File: config.mk
export PLATFORM = sky130hd
export DESIGN_NAME = cht_mod
export DESIGN_NICKNAME = d
export VERILOG_FILES = /design/src/rtl/cht_mod.sv
export SDC_FILE = /design/constraint.sdc
export NUM_CORES = 1
export LEC_CHECK = 0
export ABC_AREA = 1
export BUFFER_PORTS_ARGS = -buffer_cell sky130_fd_sc_hd__buf_2
export CAP_MARGIN = 20
export CORE_UTILIZATION = 40
export CTS_CLUSTER_DIAMETER = 100
export DETAILED_ROUTE_END_ITERATION = 16
export MAX_ROUTING_LAYER = met4
export PLACE_DENSITY_LB_ADDON = 0.1
export SLEW_MARGIN = 30
export SYNTH_ARGS = -nofsm -noshare
export SYNTH_HDL_FRONTEND = slang
export SYNTH_SLANG_ARGS = --single-unit
File: constraint.sdc
create_clock -name clk -period 2.37 [get_ports clk]
set_input_delay 0.237 -clock clk [delete_from_list [all_inputs] [get_ports clk]]
set_output_delay 0.237 -clock clk [all_outputs]
set_load 0.02 [all_outputs]
File: src/rtl/cht_mod.sv
// Restoring remainder unit: key modulo a divisor, one bit a cycle.
`default_nettype none
module cht_mod (
  input  wire logic        clk,
  input  wire logic        rst,
  input  wire logic        start,
  input  wire logic [30:0] dividend,
  input  wire logic [6:0]  divisor,
  output logic             done,
  output logic [6:0]       remainder
);
  logic [30:0] shreg;
  logic [6:0]  rem;
  logic [6:0]  dvs;
  logic [4:0]  cnt;
  logic        busy;
  logic [7:0]  trial;

  // Shift in the next dividend bit and subtract where it fits.
  assign trial = {rem, shreg[30]};

  always_ff @(posedge clk) begin
    if (rst) begin
      busy <= 1'b0;
      done <= 1'b0;
    end else begin
      done <= 1'b0;
      if (start) begin
        busy <= 1'b1;
        cnt <= 5'd0;
      end else if (busy) begin
        cnt <= cnt + 5'd1;
        if (cnt == 5'd30) begin
          busy <= 1'b0;
          done <= 1'b1;
        end
      end
    end
  end

  always_ff @(posedge clk) begin
    if (start) begin
      shreg <= dividend;
      rem <= 7'd0;
      dvs <= divisor;
    end else if (busy) begin
      shreg <= {shreg[29:0], 1'b0};
      if (trial >= {1'b0, dvs}) rem <= 7'(trial - {1'b0, dvs});
      else rem <= trial[6:0];
    end
  end

  assign remainder = rem;
endmodule
`default_nettype wire

## Word-level counts from Yosys, hierarchy flattened

Index checks and enable logic that the tools add are counted.

| cells by class | value |
|---|---|
| add/sub/neg operators | 2 |
| magnitude comparators | 1 |
| equality and inequality tests | 1 |
| mux-type cells | 8 |
| bitwise operators | 2 |
| reduce and logical (&&, ||, !) cells | 3 |

Operators by type and width:

| cell | count |
|---|---|
| $mux W31 | 2 |
| $ge A8 B7 Y1 | 1 |
| $mux W7 | 1 |
| $sub A7 B7 Y7 | 1 |
| $add A5 B1 Y5 const B | 1 |
| $eq A5 B5 Y1 const B | 1 |
| $mux W5 | 1 |
| $mux W1 | 4 |
| $reduce_or A3 Y1 | 1 |
| $not A1 Y1 | 2 |
| $reduce_and A2 Y1 | 1 |
| $reduce_bool A2 Y1 | 1 |

| word-level totals | value |
|---|---|
| bits in registers | 52 |
| input bits | 41 |
| output and inout bits | 8 |
| word-level logic and storage cells | 23 |

## Depth between registers and ports, before layout

| logic depth | value |
|---|---|
| word-level depth | 4 |
| gate-level depth with buffers | 14 |
| mapped depth without buffers | 14 |

## Least setup slack after synthesis

OpenSTA, ideal clock, no wires.

| path | value |
|---|---|
| path kind | register -> register |
| start point | reg shreg[30] |
| end point | reg rem[1] (netlist: remainder[1]) |
| library setup time | 153 ps |
| data arrival time | 1558 ps |
| data required time | 2217 ps |
| path slack | 659 ps |
| cell stages (with the launch flop) | 13 |
| path buffers | 0 |
| period minus slack after synthesis | 1711 ps |
| cells stage by stage | edfxtp_1 -> inv_1 -> ha_1 -> inv_1 -> fa_1 -> nand2_1 -> nand2_1 -> nand2_2 -> nand2_2 -> nand2_4 -> nand3_1 -> nand3_1 -> o21ai_1 |

| on the way | value |
|---|---|
| longest elaborated chain between the ends | 2 |
| elaborated cells between the ends (all ways) | 3 |
| those cells by class | 1 x add/sub; 1 x order compare; 1 x mux |

RTL lines:

| what | RTL line | source |
|---|---|---|
| start: declaration | 12 | `logic [30:0] shreg;` |
| start signal: assignment | 43 | `shreg <= dividend;` |
| start signal: assignment | 47 | `shreg <= {shreg[29:0], 1'b0};` |
| $sub A7 B7 Y7 / $ge A8 B7 Y1 (equally long branches) | 48 | `if (trial >= {1'b0, dvs}) rem <= 7'(trial - {1'b0, dvs});` |
| $mux W7 * | 48 |  |
| end signal: assignment | 48 |  |
| end signal: assignment | 49 | `else rem <= trial[6:0];` |
| end: declaration | 13 | `logic [6:0] rem;` |

Every way passes the cells marked *; elsewhere a longest branch is shown, timed or not.
A chain may end at the register's enable or synchronous reset.

## Worst setup path after layout

| path | value |
|---|---|
| start point | reg shreg[30] |
| end point | reg rem[3] (netlist: remainder[3]) |

Same word-level chain as after synthesis.

==> flow_summary.ini <==
[setup_path]
r2r-start = shreg[30]
critical-path-max-stage-delay_ns = 0.39
cp_max_fo = 8
reg2reg_setup_slack_ns = 0.51
end_kind = flop
critPathRequiredTime_ns = 2.60
worstPathArrival_ns = 2.09
path_class = reg -> reg
reg2reg_depth = 13
start_kind = flop
crit_path_frequent_cell = nand2_1
cpMaxStageDelayCell = fa_1
crit_chain = inv_1 -> ha_1 -> inv_1 -> fa_1 -> nand2_1 -> nand2_1 -> nand2_2 -> nand2_2 -> nand2_4 -> nand2_4 -> nand2_1 -> nand3_1 -> o21ai_1
r2r-end = remainder[3]

[drt]
ant_nets = 0
drcViolationCount = 0
firstDrtPassIters = 4
drt_iter0_markers = 82
routed_wl_mm = 4.67
vias_per_cell = 4.51
wire_per_inst_um = 11.6
num_vias = 1815

[clock_tree]
cts.sinks = 52
cts_tree = done
post_cts_buffers = 0
postCtsHoldBufs = 0
cts_max_path_buffers = 2
htreeDepth = 2
clkTransAtPathRegs_ns = 0.09
cts_resized = 0
cts_buffers = 5
root_buffer = clkbuf_8
clock_latency_ns = 0.30

[yosys]
synth_fp_nets = 327
synth_top_family_by_area = simple AND/OR/NAND/NOR gates
syn_avg_cell_area_um2 = 9.14
yosys-mux-area-fraction = 0
synth_compound_area_frac = 0.0253
synth_warnings = 0
synth-xor-area-share = 0.0139
async_flop_share = 0
yosys.area_share.simple = 0.269
postSynthCellCount = 276
synth_fa_ha_area_frac = 0.0526
synth_edf_count = 43
synthFlopType = edfxtp_1
ys_ff_latch = 52
synthDistinctLibCells = 25
netlist_area_mm2 = 0.00252
ys_seq_area_frac = 0.583

[layout]
drive_gt1_frac = 0.196
finalNonFillerCells = 402
fin_util = 0.496
multiInputGateArea_um2 = 911
register_area_mm2 = 0.00147
area_delta_synth_final_pct = 17.7
fillers = 596
antennaDiodeCount = 0
final_common_cell = nand2_1
nNetsFinal = 377
finalInstanceArea_mm2 = 0.00297
final_cell_mix = 122 x nand2_1, 48 x buf_2, 43 x edfxtp_1

[sta]
max_clock_freq_mhz = 537
fin_hold_ws_ns = 0.108
worst_slew_pin_slew_ns = 0.865
finalSetupTns_ns = 0
period_share = 0.786
rsz0062_at_grt = false
period_needed_ns = 1.86
hold_violations = 0
slew_headroom = 0.423
layout_setup_ws_ns = 0.508
report.final.slew_viol_count = 0
finClkSkew_ns = 0.00739
setup_viol = 0

[power_and_ir_drop]
peakVddDrop_uv = 512
power_mw = 2.07
power.density_mw_per_mm2 = 697
leakagePower_nw = 1.48

[hold_path]
holdPathStages = 1
min_from = divisor[1]
min_path_type = in -> reg
hold_end = dvs[1]

[die]
die_w_um = 81.4
boundaryPins = 49
die_y_um = 81.4
core_area_mm2 = 0.00599
start_util = 0.421
num_rows = 28
dieArea_mm2 = 0.00663

[placement]
gp_congestion = 0.804
placed_area_mm2 = 0.00284
portBuffers = 48
dp_slack_ns = 0.527
post-dp-hpwl_mm = 3.33
dp_cells = 394

[outcome]
status = complete, no violations

[global_route]
grt_max_degree = 36
grt_first_pass_wirelength_mm = 7.60
grt.total_usage = 0.159
antenna_found_initial = 0
grt_pass1_vias = 1647
grt.overflow.total = 0

[job]
drv_cap = 0
==> state kept, by name (all words and copies together) (netlist names) <==
register,flops
remainder,7
shreg,31
busy,1
dvs,7
cnt,5
done,1
==> critical path: cells and delay by family (launching register included) <==
family                     cells  cell delay, ns
adders and majority gates      2            0.56
buffers and inverters          2            0.14
AOI/OAI and AO/OA              1            0.10
DFF                            1            0.37
and+or+nand+nor                8            0.60
==> routing by layer <==
metal | global-route usage | up-vias | wire [um] | part of all wire
li1 | - | 983 | - | -
met1 | 0.220 | 794 | 2330 | 0.50
met2 | 0.233 | 34 | 2100 | 0.45
met3 | 0.0333 | 4 | 168 | 0.036
met4 | 0.0536 | 0 | 66 | 0.014
met5 | - | - | 0 | 0
==> cell type report <==
| class | count | share of cell area |
|---|---|---|
| Timing Repair Buffer | 50 | 0.0859 |
| Tap cell | 75 | 0.0316 |
| Multi-Input combinational cell | 187 | 0.307 |
| Clock buffer | 7 | 0.0324 |
| Inverter | 30 | 0.0379 |
| Clock inverter | 1 | 0.0101 |
| Sequential cell | 52 | 0.495 |
==> synth_stat cells, drive strengths merged, types with 3 or more instances <==
cell type	number	area [um^2]
nand2	126	493
edfxtp	43	1290
inv	30	113
nand3	18	90.1
nor2	11	41.3
dfxtp	9	180
ha	9	113
o21ai	6	30.0
buf	4	17.5
a21oi	3	26.3
clkbuf	3	11.3
nand4	3	18.8
==> kinds of logic (layout without fill, tap and decap cells) <==
group | after synthesis | after routing
xor gates and xnor gates | 4 | 4
AOI/OAI and AO/OA | 10 | 10
DFF | 52 | 52
and+or+nand+nor | 163 | 163
adders and majority gates | 10 | 10
buffers and inverters | 37 | 88
==> worst max path at each step <==
stage                   start           end  slack [ns]
detailed placement  shreg[30]  remainder[2]        0.53
finish              shreg[30]  remainder[3]        0.51
global route        shreg[30]  remainder[2]        0.32
floorplan           shreg[30]  remainder[1]        0.66
CTS                 shreg[30]  remainder[2]        0.50
global placement    shreg[30]  remainder[0]        0.57
==> report_power, final <==
| group | leakage [nW] | switching [mW] | internal (mW) |
|---|---|---|---|
| Clock | 0.0645 | 0.278 | 0.373 |
| Combinational | 0.906 | 0.186 | 0.118 |
| Sequential | 0.509 | 0.0314 | 1.08 |
Note: power is estimated with default switching activity, not from simulation.
